--- src/hbce_pkg.sv ---
package hbce_pkg;

    localparam int KIND_W  = 4;
    localparam int DELTA_W = 9;
    localparam int CH_W    = 8;
    localparam int COLOR_W = 3 * CH_W;
    localparam int WORD_W  = 32;
    localparam int DIV_W   = 2 * CH_W;
    localparam int NUM_W   = 14;

    localparam logic [CH_W-1:0] LIMIT_RESET  = 8'h96;
    localparam logic [CH_W-1:0] HUE_RESET    = 8'd127;
    localparam logic [CH_W-1:0] SAT_RESET    = 8'd255;
    localparam logic [CH_W-1:0] BRIGHT_RESET = 8'd0;
    localparam logic [CH_W-1:0] HUE_SECTOR   = 8'd43;
    localparam logic [CH_W-1:0] HUE_BASE_G   = 8'd85;
    localparam logic [CH_W-1:0] HUE_BASE_B   = 8'd171;
    localparam logic [CH_W-1:0] REM_SCALE    = 8'd6;

    typedef enum logic [KIND_W-1:0] {
        K_ADJ_BRIGHT = 4'd0,
        K_ADJ_HUE    = 4'd1,
        K_ADJ_SAT    = 4'd2,
        K_SET_SAT    = 4'd3,
        K_SET_BRIGHT = 4'd4,
        K_SET_HUE    = 4'd5,
        K_STEP_HUE   = 4'd6,
        K_LOAD_RGB   = 4'd7,
        K_OFF        = 4'd8,
        K_ON         = 4'd9
    } t_kind;

    typedef enum logic [3:0] {
        ST_IDLE,
        ST_UPDATE,
        ST_DIV_SAT,
        ST_DIV_HUE,
        ST_MUL_SR,
        ST_MUL_SRC,
        ST_MUL_P,
        ST_MUL_Q,
        ST_MUL_T,
        ST_DONE
    } t_state;

    typedef enum logic [2:0] {
        MS_SR,
        MS_SRC,
        MS_P,
        MS_Q,
        MS_T
    } t_mul_step;

    typedef struct packed {
        logic      capture;
        logic      update;
        logic      div_start;
        logic      div_hue;
        logic      sat_wr;
        logic      hue_wr;
        logic      mul_en;
        t_mul_step mul_step;
        logic      out_load;
    } t_cmd;

    typedef struct packed {
        t_kind kind;
        logic  div_done;
        logic  mx_zero;
        logic  span_zero;
    } t_stat;

endpackage

--- src/hbce_in_if.sv ---
interface hbce_in_if;
    import hbce_pkg::*;

    logic                      valid;
    logic                      ready;
    logic [KIND_W-1:0]         kind;
    logic signed [DELTA_W-1:0] delta;
    logic [CH_W-1:0]           level;
    logic [COLOR_W-1:0]        color_in;

    modport source (output valid, kind, delta, level, color_in, input ready);
    modport sink (input valid, kind, delta, level, color_in, output ready);
endinterface

--- src/hbce_out_if.sv ---
interface hbce_out_if;
    import hbce_pkg::*;

    logic              valid;
    logic              ready;
    logic [CH_W-1:0]   red;
    logic [CH_W-1:0]   green;
    logic [CH_W-1:0]   blue;
    logic [WORD_W-1:0] pixel_word;
    logic [CH_W-1:0]   hue_now;
    logic [CH_W-1:0]   saturation_now;
    logic [CH_W-1:0]   brightness_now;

    modport source (output valid, red, green, blue, pixel_word, hue_now, saturation_now,
                    brightness_now, input ready);
    modport sink (input valid, red, green, blue, pixel_word, hue_now, saturation_now,
                  brightness_now, output ready);
endinterface

--- src/hbce_div.sv ---
module hbce_div (
    input  logic                       i_clk,
    input  logic                       i_rst_n,
    input  logic                       i_start,
    input  logic [hbce_pkg::DIV_W-1:0] i_dividend,
    input  logic [hbce_pkg::CH_W-1:0]  i_divisor,
    output logic                       o_done,
    output logic [hbce_pkg::DIV_W-1:0] o_quot
);
    import hbce_pkg::*;

    localparam int CNT_W = $clog2(DIV_W);

    logic             r_busy, n_busy;
    logic             r_done, n_done;
    logic [CNT_W-1:0] r_cnt, n_cnt;
    logic [CH_W-1:0]  r_rem, n_rem;
    logic [CH_W-1:0]  r_dvs, n_dvs;
    logic [DIV_W-1:0] r_work, n_work;
    logic [CH_W:0]    rem_sh;
    logic             ge;

    // one quotient bit per cycle, restoring
    always_comb begin
        rem_sh = {r_rem, r_work[DIV_W-1]};
        ge     = rem_sh >= {1'b0, r_dvs};
        n_busy = r_busy;
        n_done = 1'b0;
        n_cnt  = r_cnt;
        n_rem  = r_rem;
        n_dvs  = r_dvs;
        n_work = r_work;
        if (i_start) begin
            n_busy = 1'b1;
            n_cnt  = '0;
            n_rem  = '0;
            n_dvs  = i_divisor;
            n_work = i_dividend;
        end else if (r_busy) begin
            n_rem  = ge ? CH_W'(rem_sh - {1'b0, r_dvs}) : rem_sh[CH_W-1:0];
            n_work = {r_work[DIV_W-2:0], ge};
            n_cnt  = r_cnt + 1'b1;
            if (r_cnt == CNT_W'(DIV_W - 1)) begin
                n_busy = 1'b0;
                n_done = 1'b1;
            end
        end
    end

    always_ff @(posedge i_clk) begin
        if (!i_rst_n) begin
            r_busy <= 1'b0;
            r_done <= 1'b0;
            r_cnt  <= '0;
        end else begin
            r_busy <= n_busy;
            r_done <= n_done;
            r_cnt  <= n_cnt;
        end
    end

    always_ff @(posedge i_clk) begin
        r_rem  <= n_rem;
        r_dvs  <= n_dvs;
        r_work <= n_work;
    end

    assign o_done = r_done;
    assign o_quot = r_work;
endmodule

--- src/hbce_dp.sv ---
module hbce_dp (
    input  logic                               i_clk,
    input  logic                               i_rst_n,
    input  hbce_pkg::t_cmd                     i_cmd,
    output hbce_pkg::t_stat                    o_stat,
    input  logic                               i_cfg_we,
    input  logic [hbce_pkg::CH_W-1:0]          i_cfg_wdata,
    input  logic [hbce_pkg::KIND_W-1:0]        i_kind,
    input  logic signed [hbce_pkg::DELTA_W-1:0] i_delta,
    input  logic [hbce_pkg::CH_W-1:0]          i_level,
    input  logic [hbce_pkg::COLOR_W-1:0]       i_color,
    output logic [hbce_pkg::CH_W-1:0]          o_red,
    output logic [hbce_pkg::CH_W-1:0]          o_green,
    output logic [hbce_pkg::CH_W-1:0]          o_blue,
    output logic [hbce_pkg::WORD_W-1:0]        o_pixel_word,
    output logic [hbce_pkg::CH_W-1:0]          o_hue_now,
    output logic [hbce_pkg::CH_W-1:0]          o_saturation_now,
    output logic [hbce_pkg::CH_W-1:0]          o_brightness_now
);
    import hbce_pkg::*;

    // event latch
    t_kind                     r_kind;
    logic signed [DELTA_W-1:0] r_delta;
    logic [CH_W-1:0]           r_level;
    logic [COLOR_W-1:0]        r_color;

    // stored state and config
    logic [CH_W-1:0] r_limit;
    logic [CH_W-1:0] r_hue, n_hue;
    logic [CH_W-1:0] r_sat, n_sat;
    logic [CH_W-1:0] r_bright, n_bright;

    // product registers
    logic [CH_W-1:0] r_sr, r_src, r_p, r_q, r_t;

    // output holding register
    logic [CH_W-1:0] r_o_r, r_o_g, r_o_b, r_o_h, r_o_s, r_o_v;

    logic signed [DELTA_W:0] d_ext, d_rnd, d_half, b_sum, x_sum;
    logic [CH_W-1:0] cr, cg, cb, mx, mn, span;
    logic signed [CH_W:0] diff;
    logic [CH_W-1:0] mag, base;
    logic [NUM_W-1:0] num;
    logic [DIV_W-1:0] sat_num, div_dividend, div_quot;
    logic [CH_W-1:0] div_divisor, q8, hue_div;
    logic div_done;
    logic [2:0] region;
    logic [CH_W-1:0] region_base, rem;
    logic [CH_W-1:0] mul_a, mul_b;
    logic [DIV_W-1:0] prod;
    logic [CH_W-1:0] f_r, f_g, f_b;

    // rgb to hsv front end
    always_comb begin
        cr   = r_color[COLOR_W-1 -: CH_W];
        cg   = r_color[CH_W +: CH_W];
        cb   = r_color[CH_W-1:0];
        mn   = (cr < cg) ? ((cr < cb) ? cr : cb) : ((cg < cb) ? cg : cb);
        mx   = (cr > cg) ? ((cr > cb) ? cr : cb) : ((cg > cb) ? cg : cb);
        span = mx - mn;
        if (mx == cr) begin
            diff = $signed({1'b0, cg}) - $signed({1'b0, cb});
            base = '0;
        end else if (mx == cg) begin
            diff = $signed({1'b0, cb}) - $signed({1'b0, cr});
            base = HUE_BASE_G;
        end else begin
            diff = $signed({1'b0, cr}) - $signed({1'b0, cg});
            base = HUE_BASE_B;
        end
        mag     = diff[CH_W] ? CH_W'(-diff) : diff[CH_W-1:0];
        num     = NUM_W'(mag) * NUM_W'(HUE_SECTOR);
        sat_num = {span, {CH_W{1'b0}}} - DIV_W'(span);
        div_dividend = i_cmd.div_hue ? DIV_W'(num) : sat_num;
        div_divisor  = i_cmd.div_hue ? span : mx;
        q8      = div_quot[CH_W-1:0];
        hue_div = base + (diff[CH_W] ? CH_W'(~q8 + 1'b1) : q8);
    end

    hbce_div u_div (
        .i_clk      (i_clk),
        .i_rst_n    (i_rst_n),
        .i_start    (i_cmd.div_start),
        .i_dividend (div_dividend),
        .i_divisor  (div_divisor),
        .o_done     (div_done),
        .o_quot     (div_quot)
    );

    // state update per event
    always_comb begin
        d_ext  = {r_delta[DELTA_W-1], r_delta};
        d_rnd  = d_ext + (DELTA_W+1)'(r_delta[DELTA_W-1]);
        d_half = d_rnd >>> 1;
        b_sum  = $signed({2'b00, r_bright}) + d_half;
        x_sum  = '0;
        n_hue    = r_hue;
        n_sat    = r_sat;
        n_bright = r_bright;
        if (i_cmd.update) begin
            unique case (r_kind)
                K_ADJ_BRIGHT: begin
                    if (b_sum > $signed({2'b00, r_limit})) n_bright = r_limit;
                    else if (b_sum < 0)                    n_bright = '0;
                    else                                   n_bright = b_sum[CH_W-1:0];
                end
                K_ADJ_HUE: begin
                    x_sum = $signed({2'b00, r_hue}) + d_ext;
                    if (x_sum > 255)    n_hue = '0;
                    else if (x_sum < 0) n_hue = '1;
                    else                n_hue = x_sum[CH_W-1:0];
                end
                K_ADJ_SAT: begin
                    x_sum = $signed({2'b00, r_sat}) + d_ext;
                    if (x_sum > 255)    n_sat = '1;
                    else if (x_sum < 0) n_sat = '0;
                    else                n_sat = x_sum[CH_W-1:0];
                end
                K_SET_SAT:    n_sat    = r_level;
                K_SET_BRIGHT: n_bright = (r_level > r_limit) ? r_limit : r_level;
                K_SET_HUE:    n_hue    = r_level;
                K_STEP_HUE:   n_hue    = r_hue + 1'b1;
                K_LOAD_RGB: begin
                    // hue and saturation are refined by the divider when needed
                    n_bright = mx;
                    n_hue    = '0;
                    n_sat    = '0;
                end
                default: ;
            endcase
        end
        if (i_cmd.sat_wr) n_sat = q8;
        if (i_cmd.hue_wr) n_hue = hue_div;
    end

    // hsv to rgb: sector and scaled remainder
    always_comb begin
        if (r_hue >= 8'd215)      region = 3'd5;
        else if (r_hue >= 8'd172) region = 3'd4;
        else if (r_hue >= 8'd129) region = 3'd3;
        else if (r_hue >= 8'd86)  region = 3'd2;
        else if (r_hue >= 8'd43)  region = 3'd1;
        else                      region = 3'd0;
        region_base = CH_W'(region) * HUE_SECTOR;
        rem         = CH_W'((r_hue - region_base) * REM_SCALE);
    end

    // shared 8x8 multiplier, one product per step
    always_comb begin
        unique case (i_cmd.mul_step)
            MS_SR:   begin mul_a = r_sat;    mul_b = rem;    end
            MS_SRC:  begin mul_a = r_sat;    mul_b = ~rem;   end
            MS_P:    begin mul_a = r_bright; mul_b = ~r_sat; end
            MS_Q:    begin mul_a = r_bright; mul_b = ~r_sr;  end
            MS_T:    begin mul_a = r_bright; mul_b = ~r_src; end
            default: begin mul_a = '0;       mul_b = '0;     end
        endcase
        prod = DIV_W'(mul_a) * DIV_W'(mul_b);
    end

    // final colour select
    always_comb begin
        if (r_kind == K_OFF) begin
            f_r = '0; f_g = '0; f_b = '0;
        end else if (r_kind == K_LOAD_RGB) begin
            f_r = cr; f_g = cg; f_b = cb;
        end else if (r_sat == '0) begin
            f_r = r_bright; f_g = r_bright; f_b = r_bright;
        end else begin
            case (region)
                3'd0:    begin f_r = r_bright; f_g = r_t;      f_b = r_p;      end
                3'd1:    begin f_r = r_q;      f_g = r_bright; f_b = r_p;      end
                3'd2:    begin f_r = r_p;      f_g = r_bright; f_b = r_t;      end
                3'd3:    begin f_r = r_p;      f_g = r_q;      f_b = r_bright; end
                3'd4:    begin f_r = r_t;      f_g = r_p;      f_b = r_bright; end
                default: begin f_r = r_bright; f_g = r_p;      f_b = r_q;      end
            endcase
        end
    end

    always_ff @(posedge i_clk) begin
        if (!i_rst_n) begin
            r_limit  <= LIMIT_RESET;
            r_hue    <= HUE_RESET;
            r_sat    <= SAT_RESET;
            r_bright <= BRIGHT_RESET;
        end else begin
            if (i_cfg_we) r_limit <= i_cfg_wdata;
            r_hue    <= n_hue;
            r_sat    <= n_sat;
            r_bright <= n_bright;
        end
    end

    always_ff @(posedge i_clk) begin
        if (i_cmd.capture) begin
            r_kind  <= t_kind'(i_kind);
            r_delta <= i_delta;
            r_level <= i_level;
            r_color <= i_color;
        end
        if (i_cmd.mul_en) begin
            case (i_cmd.mul_step)
                MS_SR:   r_sr  <= prod[DIV_W-1:CH_W];
                MS_SRC:  r_src <= prod[DIV_W-1:CH_W];
                MS_P:    r_p   <= prod[DIV_W-1:CH_W];
                MS_Q:    r_q   <= prod[DIV_W-1:CH_W];
                default: r_t   <= prod[DIV_W-1:CH_W];
            endcase
        end
        if (i_cmd.out_load) begin
            r_o_r <= f_r;
            r_o_g <= f_g;
            r_o_b <= f_b;
            r_o_h <= r_hue;
            r_o_s <= r_sat;
            r_o_v <= r_bright;
        end
    end

    assign o_stat.kind      = r_kind;
    assign o_stat.div_done  = div_done;
    assign o_stat.mx_zero   = (mx == '0);
    assign o_stat.span_zero = (span == '0);

    assign o_red            = r_o_r;
    assign o_green          = r_o_g;
    assign o_blue           = r_o_b;
    assign o_pixel_word     = {r_o_g, r_o_r, r_o_b, {CH_W{1'b0}}};
    assign o_hue_now        = r_o_h;
    assign o_saturation_now = r_o_s;
    assign o_brightness_now = r_o_v;
endmodule

--- src/hbce_ctrl.sv ---
module hbce_ctrl (
    input  logic            i_clk,
    input  logic            i_rst_n,
    input  logic            i_in_valid,
    output logic            o_in_ready,
    output logic            o_out_valid,
    input  logic            i_out_ready,
    input  hbce_pkg::t_stat i_stat,
    output hbce_pkg::t_cmd  o_cmd
);
    import hbce_pkg::*;

    t_state r_state, n_state;
    logic   r_out_valid, n_out_valid;
    logic   slot_free;

    assign slot_free = !r_out_valid || i_out_ready;

    // next state
    always_comb begin
        n_state = r_state;
        unique case (r_state)
            ST_IDLE: if (i_in_valid) n_state = ST_UPDATE;
            ST_UPDATE: begin
                if (i_stat.kind == K_LOAD_RGB) n_state = i_stat.mx_zero ? ST_DONE : ST_DIV_SAT;
                else if (i_stat.kind == K_OFF) n_state = ST_DONE;
                else                           n_state = ST_MUL_SR;
            end
            ST_DIV_SAT: begin
                if (i_stat.div_done) n_state = i_stat.span_zero ? ST_DONE : ST_DIV_HUE;
            end
            ST_DIV_HUE: if (i_stat.div_done) n_state = ST_DONE;
            ST_MUL_SR:  n_state = ST_MUL_SRC;
            ST_MUL_SRC: n_state = ST_MUL_P;
            ST_MUL_P:   n_state = ST_MUL_Q;
            ST_MUL_Q:   n_state = ST_MUL_T;
            ST_MUL_T:   n_state = ST_DONE;
            ST_DONE:    if (slot_free) n_state = ST_IDLE;
            default:    n_state = ST_IDLE;
        endcase
    end

    // outputs
    always_comb begin
        o_cmd          = '0;
        o_cmd.mul_step = MS_SR;
        o_in_ready     = 1'b0;
        unique case (r_state)
            ST_IDLE: begin
                o_in_ready    = 1'b1;
                o_cmd.capture = i_in_valid;
            end
            ST_UPDATE: begin
                o_cmd.update    = 1'b1;
                o_cmd.div_start = (i_stat.kind == K_LOAD_RGB) && !i_stat.mx_zero;
            end
            ST_DIV_SAT: begin
                o_cmd.sat_wr    = i_stat.div_done;
                o_cmd.div_start = i_stat.div_done && !i_stat.span_zero;
                o_cmd.div_hue   = 1'b1;
            end
            ST_DIV_HUE: begin
                o_cmd.hue_wr  = i_stat.div_done;
                o_cmd.div_hue = 1'b1;
            end
            ST_MUL_SR:  begin o_cmd.mul_en = 1'b1; o_cmd.mul_step = MS_SR;  end
            ST_MUL_SRC: begin o_cmd.mul_en = 1'b1; o_cmd.mul_step = MS_SRC; end
            ST_MUL_P:   begin o_cmd.mul_en = 1'b1; o_cmd.mul_step = MS_P;   end
            ST_MUL_Q:   begin o_cmd.mul_en = 1'b1; o_cmd.mul_step = MS_Q;   end
            ST_MUL_T:   begin o_cmd.mul_en = 1'b1; o_cmd.mul_step = MS_T;   end
            ST_DONE:    o_cmd.out_load = slot_free;
            default: ;
        endcase
    end

    always_comb begin
        if (o_cmd.out_load)  n_out_valid = 1'b1;
        else if (i_out_ready) n_out_valid = 1'b0;
        else                 n_out_valid = r_out_valid;
    end

    always_ff @(posedge i_clk) begin
        if (!i_rst_n) begin
            r_state     <= ST_IDLE;
            r_out_valid <= 1'b0;
        end else begin
            r_state     <= n_state;
            r_out_valid <= n_out_valid;
        end
    end

    assign o_out_valid = r_out_valid;
endmodule

--- src/hsv_backlight_color_engine.sv ---
// hsv events pass through the shared multiplier steps, off goes straight to done,
// load rgb runs two bit-serial divider passes; a gray load skips the hue pass, a black load both
// a new event is taken only once the last is through, as sequencing runs on the shared multiplier
// steps and the bit-serial divider; a result not yet taken holds the next in done
// reset (synchronous, active low): hue 127, saturation 255, brightness 0, limit 150
module hsv_backlight_color_engine (
    input  logic                          i_clk,
    input  logic                          i_rst_n,
    input  logic                          i_cfg_we,
    input  logic [hbce_pkg::CH_W-1:0]     i_cfg_wdata,
    hbce_in_if.sink                       i_evt,
    hbce_out_if.source                    o_res
);
    import hbce_pkg::*;

    // command and status between controller and datapath
    t_cmd  w_cmd;
    t_stat w_stat;

    // controller: event sequencing and output slot handshake
    hbce_ctrl u_ctrl (
        .i_clk       (i_clk),
        .i_rst_n     (i_rst_n),
        .i_in_valid  (i_evt.valid),
        .o_in_ready  (i_evt.ready),
        .o_out_valid (o_res.valid),
        .i_out_ready (o_res.ready),
        .i_stat      (w_stat),
        .o_cmd       (w_cmd)
    );

    // datapath: stored hsv, limit register, multiplier, divider, result register
    hbce_dp u_dp (
        .i_clk            (i_clk),
        .i_rst_n          (i_rst_n),
        .i_cmd            (w_cmd),
        .o_stat           (w_stat),
        .i_cfg_we         (i_cfg_we),
        .i_cfg_wdata      (i_cfg_wdata),
        .i_kind           (i_evt.kind),
        .i_delta          (i_evt.delta),
        .i_level          (i_evt.level),
        .i_color          (i_evt.color_in),
        .o_red            (o_res.red),
        .o_green          (o_res.green),
        .o_blue           (o_res.blue),
        .o_pixel_word     (o_res.pixel_word),
        .o_hue_now        (o_res.hue_now),
        .o_saturation_now (o_res.saturation_now),
        .o_brightness_now (o_res.brightness_now)
    );

    // one event in flight: an accepted transaction closes the input until done
    a_one_in_flight: assert property (@(posedge i_clk) disable iff (!i_rst_n)
        (i_evt.valid && i_evt.ready) |=> !i_evt.ready)
        else $error("input accepted while an event is in flight");

    // the result register is only overwritten when its content is gone
    a_no_overwrite: assert property (@(posedge i_clk) disable iff (!i_rst_n)
        w_cmd.out_load |-> (!o_res.valid || o_res.ready))
        else $error("pending result overwritten");

    // hue from the divider is taken only on its completion
    a_hue_on_done: assert property (@(posedge i_clk) disable iff (!i_rst_n)
        w_cmd.hue_wr |-> w_stat.div_done)
        else $error("hue written before divider finished");
endmodule
--- src/flat_wrapper.sv ---
// flat-port wrapper written by rule: the top's interface ports become plain ports
module hsv_backlight_color_engine_flat import hbce_pkg::*;
  (i_clk, i_rst_n, i_cfg_we, i_cfg_wdata, i_evt_valid, i_evt_kind, i_evt_delta, i_evt_level, i_evt_color_in, i_evt_ready, o_res_valid, o_res_red, o_res_green, o_res_blue, o_res_pixel_word, o_res_hue_now, o_res_saturation_now, o_res_brightness_now, o_res_ready);
  hbce_in_if i_evt_i ();
  hbce_out_if o_res_i ();
  input  logic i_clk;
  input  logic i_rst_n;
  input  logic i_cfg_we;
  input  logic [hbce_pkg::CH_W-1:0] i_cfg_wdata;
  input wire logic [$bits(i_evt_i.valid)-1:0] i_evt_valid;
  input wire logic [$bits(i_evt_i.kind)-1:0] i_evt_kind;
  input wire logic [$bits(i_evt_i.delta)-1:0] i_evt_delta;
  input wire logic [$bits(i_evt_i.level)-1:0] i_evt_level;
  input wire logic [$bits(i_evt_i.color_in)-1:0] i_evt_color_in;
  output wire logic [$bits(i_evt_i.ready)-1:0] i_evt_ready;
  output wire logic [$bits(o_res_i.valid)-1:0] o_res_valid;
  output wire logic [$bits(o_res_i.red)-1:0] o_res_red;
  output wire logic [$bits(o_res_i.green)-1:0] o_res_green;
  output wire logic [$bits(o_res_i.blue)-1:0] o_res_blue;
  output wire logic [$bits(o_res_i.pixel_word)-1:0] o_res_pixel_word;
  output wire logic [$bits(o_res_i.hue_now)-1:0] o_res_hue_now;
  output wire logic [$bits(o_res_i.saturation_now)-1:0] o_res_saturation_now;
  output wire logic [$bits(o_res_i.brightness_now)-1:0] o_res_brightness_now;
  input wire logic [$bits(o_res_i.ready)-1:0] o_res_ready;
  assign i_evt_i.valid = i_evt_valid;
  assign i_evt_i.kind = i_evt_kind;
  assign i_evt_i.delta = i_evt_delta;
  assign i_evt_i.level = i_evt_level;
  assign i_evt_i.color_in = i_evt_color_in;
  assign i_evt_ready = i_evt_i.ready;
  assign o_res_valid = o_res_i.valid;
  assign o_res_red = o_res_i.red;
  assign o_res_green = o_res_i.green;
  assign o_res_blue = o_res_i.blue;
  assign o_res_pixel_word = o_res_i.pixel_word;
  assign o_res_hue_now = o_res_i.hue_now;
  assign o_res_saturation_now = o_res_i.saturation_now;
  assign o_res_brightness_now = o_res_i.brightness_now;
  assign o_res_i.ready = o_res_ready;
  hsv_backlight_color_engine u_core (.i_clk(i_clk), .i_rst_n(i_rst_n), .i_cfg_we(i_cfg_we), .i_cfg_wdata(i_cfg_wdata), .i_evt(i_evt_i), .o_res(o_res_i));
endmodule
--- config.mk ---
export PLATFORM = sky130hd
export DESIGN_NAME = hsv_backlight_color_engine_flat
export DESIGN_NICKNAME = d
export VERILOG_FILES = /design/src/hbce_pkg.sv /design/src/hbce_in_if.sv /design/src/hbce_out_if.sv /design/src/hbce_div.sv /design/src/hbce_dp.sv /design/src/hbce_ctrl.sv /design/src/hsv_backlight_color_engine.sv /design/src/flat_wrapper.sv
export SDC_FILE = /design/constraint.sdc
export NUM_CORES = 1
export LEC_CHECK = 0
export ABC_CLOCK_PERIOD_IN_PS = 8800
export BUFFER_PORTS_ARGS = -buffer_cell sky130_fd_sc_hd__buf_2
export CAP_MARGIN = 40
export CORE_MARGIN = 5
export CORE_UTILIZATION = 45
export CTS_BUF_LIST = sky130_fd_sc_hd__clkbuf_16
export CTS_CLUSTER_SIZE = 8
export DETAILED_ROUTE_END_ITERATION = 7
export MAX_ROUTING_LAYER = met4
export PLACE_DENSITY = 0.77
export SYNTH_ARGS = -nofsm -noshare
export SYNTH_HDL_FRONTEND = slang
export SYNTH_HIERARCHICAL = 1
export SYNTH_SLANG_ARGS = --single-unit
--- constraint.sdc ---
create_clock -name i_clk -period 8.8 [get_ports i_clk]
set_input_delay 1.32 -clock i_clk [delete_from_list [all_inputs] [get_ports i_clk]]
set_output_delay 1.32 -clock i_clk [all_outputs]
set_load 0.01 [all_outputs]
==> results.txt <==
The flow ran to the end, and the final reports show no timing, DRC or antenna violations. The tools report the clock skew after layout as 0.02818 ns. Setup violations remaining at the end of the flow were counted as 0.

The tools report the via count as 16330. The biggest area contributor in the post-synthesis netlist is edfxtp_1. Counting along the longest clock path gives a buffer depth of 3. During I/O placement, the number of pins put on the boundary was 140. The post-DP HPWL was 43820 um.

Routability-driven placement finished with a final weighted congestion of 1.039. TritonCTS built the clock tree. Dividing the detail-routed wire length by the instance count gives 21.03 um. Summing all multi-input logic gate instances after layout gives 0.01191 sq mm. At the worst endpoint, the arrival time is 8.73 ns.

The die is 214.3 um wide. Each instance of the synthesized netlist takes up on average 9.198 sq um. The detailed router finished its first iteration with 2102 violations.

The final worst-path cycle share is 0.9557, and the number of standard cells in the layout, taps in and fillers out is 2700. Of all nets on the critical path, the largest fanout is 5. The share of the synthesized area in the top cell type works out to 0.2509. The most common library cell in the layout ignoring fill and taps is inv_1.

The floorplan step set the die height to 214.3 um. The tools report the register area share after synthesis as 0.3052. The startpoint type of the worst setup path is a register.

The area taken by flip-flops and latches came out at 0.005744 sq mm. The fraction of registers with async set/reset was 0. The tree is rooted in a clkbuf_16. The run gives 0 as the number of antenna violations at the first check in global routing.

The tools report the worst relative slew slack as 0.3641. Among all stages on the critical path, the largest delay is contributed by fa_1. Using the TritonRoute via totals, the vias-per-cell ratio works out to 6.050. The effective utilization at floorplan was 0.4571.

The tools report the standard cell core area as 0.04111 sq mm. Counting every sink on the clock net gives 208. The synthesized design contains 208 register bits.

Share of final-layout standard cells stronger than drive strength 1: 0.1462. The number of antenna diodes was 0. For the global-route total usage across every layer, the log shows 0.2427.

The wire length after detailed routing is 56790 um, and the fill cell total of the finished layout is 3736. The run gives 0 as the remaining design rule violation count. Among the stages of the critical path, the cell type that occurs most often is inv_1.

The number of endpoints with negative hold slack in the final report was 0. Number of buffers added to fix hold violations after cts: 0. The clock-pin slew on the worst setup and hold paths is 0.06 ns. The kind of critical path was register to register.

Among all flip-flop cells after synthesis, the most frequent one is edfxtp_1. At the pin with the least slew margin, the transition time is 0.9503 ns. The synthesized netlist contains 97 unique library cells.

In this design, the stage delay of the slowest critical-path cell is 0.58 ns. Global routing finished with a remaining overflow of 0. The warning count from the yosys run is 6, and the full die area is 0.04594 sq mm.

In the final design database the tool counted 2441 nets. Relative to the synthesized area, the layout overhead comes to 11.48%. For the cell area after synthesis, the log shows 0.01879 sq mm. Port buffering added 131 buffers. The top cell types in the final layout, fill and taps aside, are inv_1, ha_1, edfxtp_1, nor2_1, buf_2.

The logs give 1 for the number of H-tree levels and 6 for the total iterations of the first detailed-routing run. The tools report the placement row count as 74. Number of global-route vias before repair: 16130. Path type of the worst min-delay path: register to register.

The run gives 0 as the number of nets with antenna violations after detailed routing. The clock period minus final worst setup slack is 8.410 ns. The clock reaches the later pin of the worst-skew pair after 0.59 ns.

The number of max-slew violations in the final report is 0. The tools report the kind of capture point of the worst setup path as a register. Data on the critical path is required at its endpoint by 9.12 ns.

Once placement completed, the tool counted placed cells totaling 2639. The first global-routing pass estimated 88270 um of wire. By area the synthesized netlist is led by edfxtp_1, ha_1, fa_1, dfxtp_1, xnor2_1. The cell count after synthesis came out at 2043. The number of violations of the max-capacitance limit is 0, and the achievable frequency is 118.9 MHz. Counting flops with a built-in enable in the synthesized netlist gives 157. The tools report the pin count of the biggest net entering global routing as 49. The number of clock buffers inserted by TritonCTS was 31.
-- cells in the mapped netlist, drive strengths merged, types with 5 or more instances --
library cell	number
or3	10
o22ai	12
inv	200
a221oi	10
a222oi	8
a21o	33
mux2i	27
nor3	32
clkbuf	55
o31ai	10
nand2b	28
nor2	154
nand2	119
nand3b	5
dfxtp	51
a221o	10
a211oi	44
o21bai	16
a311oi	8
o221ai	7
or4	8
nor4	8
edfxtp	157
mux2	29
a31oi	22
nor2b	28
o211ai	35
fa	57
o21ai	110
a211o	11
a21boi	7
nand4	13
xnor2	89
a22oi	34
a21oi	132
o21a	20
or2	21
ha	183
buf	55
and2	15
and3	9
xor2	44
nand3	50
-- sequential cells by signal (all words and copies together), names as in the netlist, 8 cells and up --
| name | cells |
|---|---|
| u_core/u_dp/r_color | 24 |
| u_core/u_dp/u_div/o_quot | 16 |
| u_core/u_dp/r_delta | 9 |
| u_core/u_dp/o_blue | 8 |
| u_core/u_dp/o_brightness_now | 8 |
| u_core/u_dp/o_green | 8 |
| u_core/u_dp/o_hue_now | 8 |
| u_core/u_dp/o_red | 8 |
| u_core/u_dp/o_saturation_now | 8 |
| u_core/u_dp/r_bright | 8 |
| u_core/u_dp/r_hue | 8 |
| u_core/u_dp/r_level | 8 |
| u_core/u_dp/r_limit | 8 |
| u_core/u_dp/r_p | 8 |
| u_core/u_dp/r_q | 8 |
| u_core/u_dp/r_sat | 8 |
| u_core/u_dp/r_sr | 8 |
| u_core/u_dp/r_src | 8 |
| u_core/u_dp/r_t | 8 |
| u_core/u_dp/u_div/r_dvs | 8 |
| u_core/u_dp/u_div/r_rem | 8 |
-- worst max-delay path, delay by kind of cell, from the launching register on --
kind,cells,cell delay [ns]
compound gates,11,1.93
xor+xnor,5,0.88
fa+ha+maj,9,3.79
buf+inv,7,0.54
flops,1,0.34
simple gates,5,0.65
-- repair_timing --
item,4_1_cts,5_1_grt
setup buffers,0,3
endpoints found under the setup margin,5,35
gates resized for setup,2,25
pin swaps,0,8
-- routing by layer --
metal / wire [um] / global-route usage
met2: 26430 / 0.3895
met1: 23360 / 0.3119
met5: 0 / -
met3: 4901 / 0.04546
met4: 2092 / 0.07988
-- path summary, 6_finish.rpt --
check                                  start                       end  slack [ns]  cells after the start
hold / removal    u_core/u_dp/u_div/r_cnt[3]  u_core/u_dp/u_div/o_done        0.49                      2
setup reg to reg        u_core/u_dp/r_hue[1]        u_core/u_dp/r_p[7]        0.39                     37
setup / recovery        u_core/u_dp/r_hue[1]        u_core/u_dp/r_p[7]        0.39                     37
hold reg to reg   u_core/u_dp/u_div/r_cnt[3]  u_core/u_dp/u_div/o_done        0.49                      2
-- logic make-up (layout without fill, tap and decap cells) --
group,after synthesis,count (layout),synth area share
buffers and inverters,310,428,0.07038
and+or+nand+nor,523,523,0.1383
xor gates and xnor gates,136,136,0.06559
muxes,56,56,0.03196
DFF,208,208,0.3052
AOI/OAI and AO/OA,569,569,0.2058
adders and majority gates,240,240,0.1826
other,1,8,0.0001996
-- metrics by stage --
step           area [sq um]  hold slack (ns)  setup WS (ns)  utilization  setup TNS (ns)
2_1_floorplan         18830           0.4323        0.09407            -               0
3_3_place_gp          19840           0.4634         0.2407       0.4827               0
3_5_place_dp          19890           0.4581     -0.0008020       0.4838       -0.003855
4_1_cts               20810           0.4793        0.03762       0.5063               0
5_1_grt               20950           0.5035      -0.002838       0.5096        -0.01093
6_report              20950           0.4900         0.3898       0.5096               0
-- cell type report --
type | instances | share of cell area
tap | 532 | 0.03178
sequential | 208 | 0.2742
clock inverter | 26 | 0.005615
inverter | 200 | 0.03584
timing repair buffer | 170 | 0.04575
multi-input combinational | 1532 | 0.5686
clock buffer | 32 | 0.03823
Power is left out: the tool's default activity adds up to more than one toggle a clock period on the data nets, which glitch-free logic cannot reach.
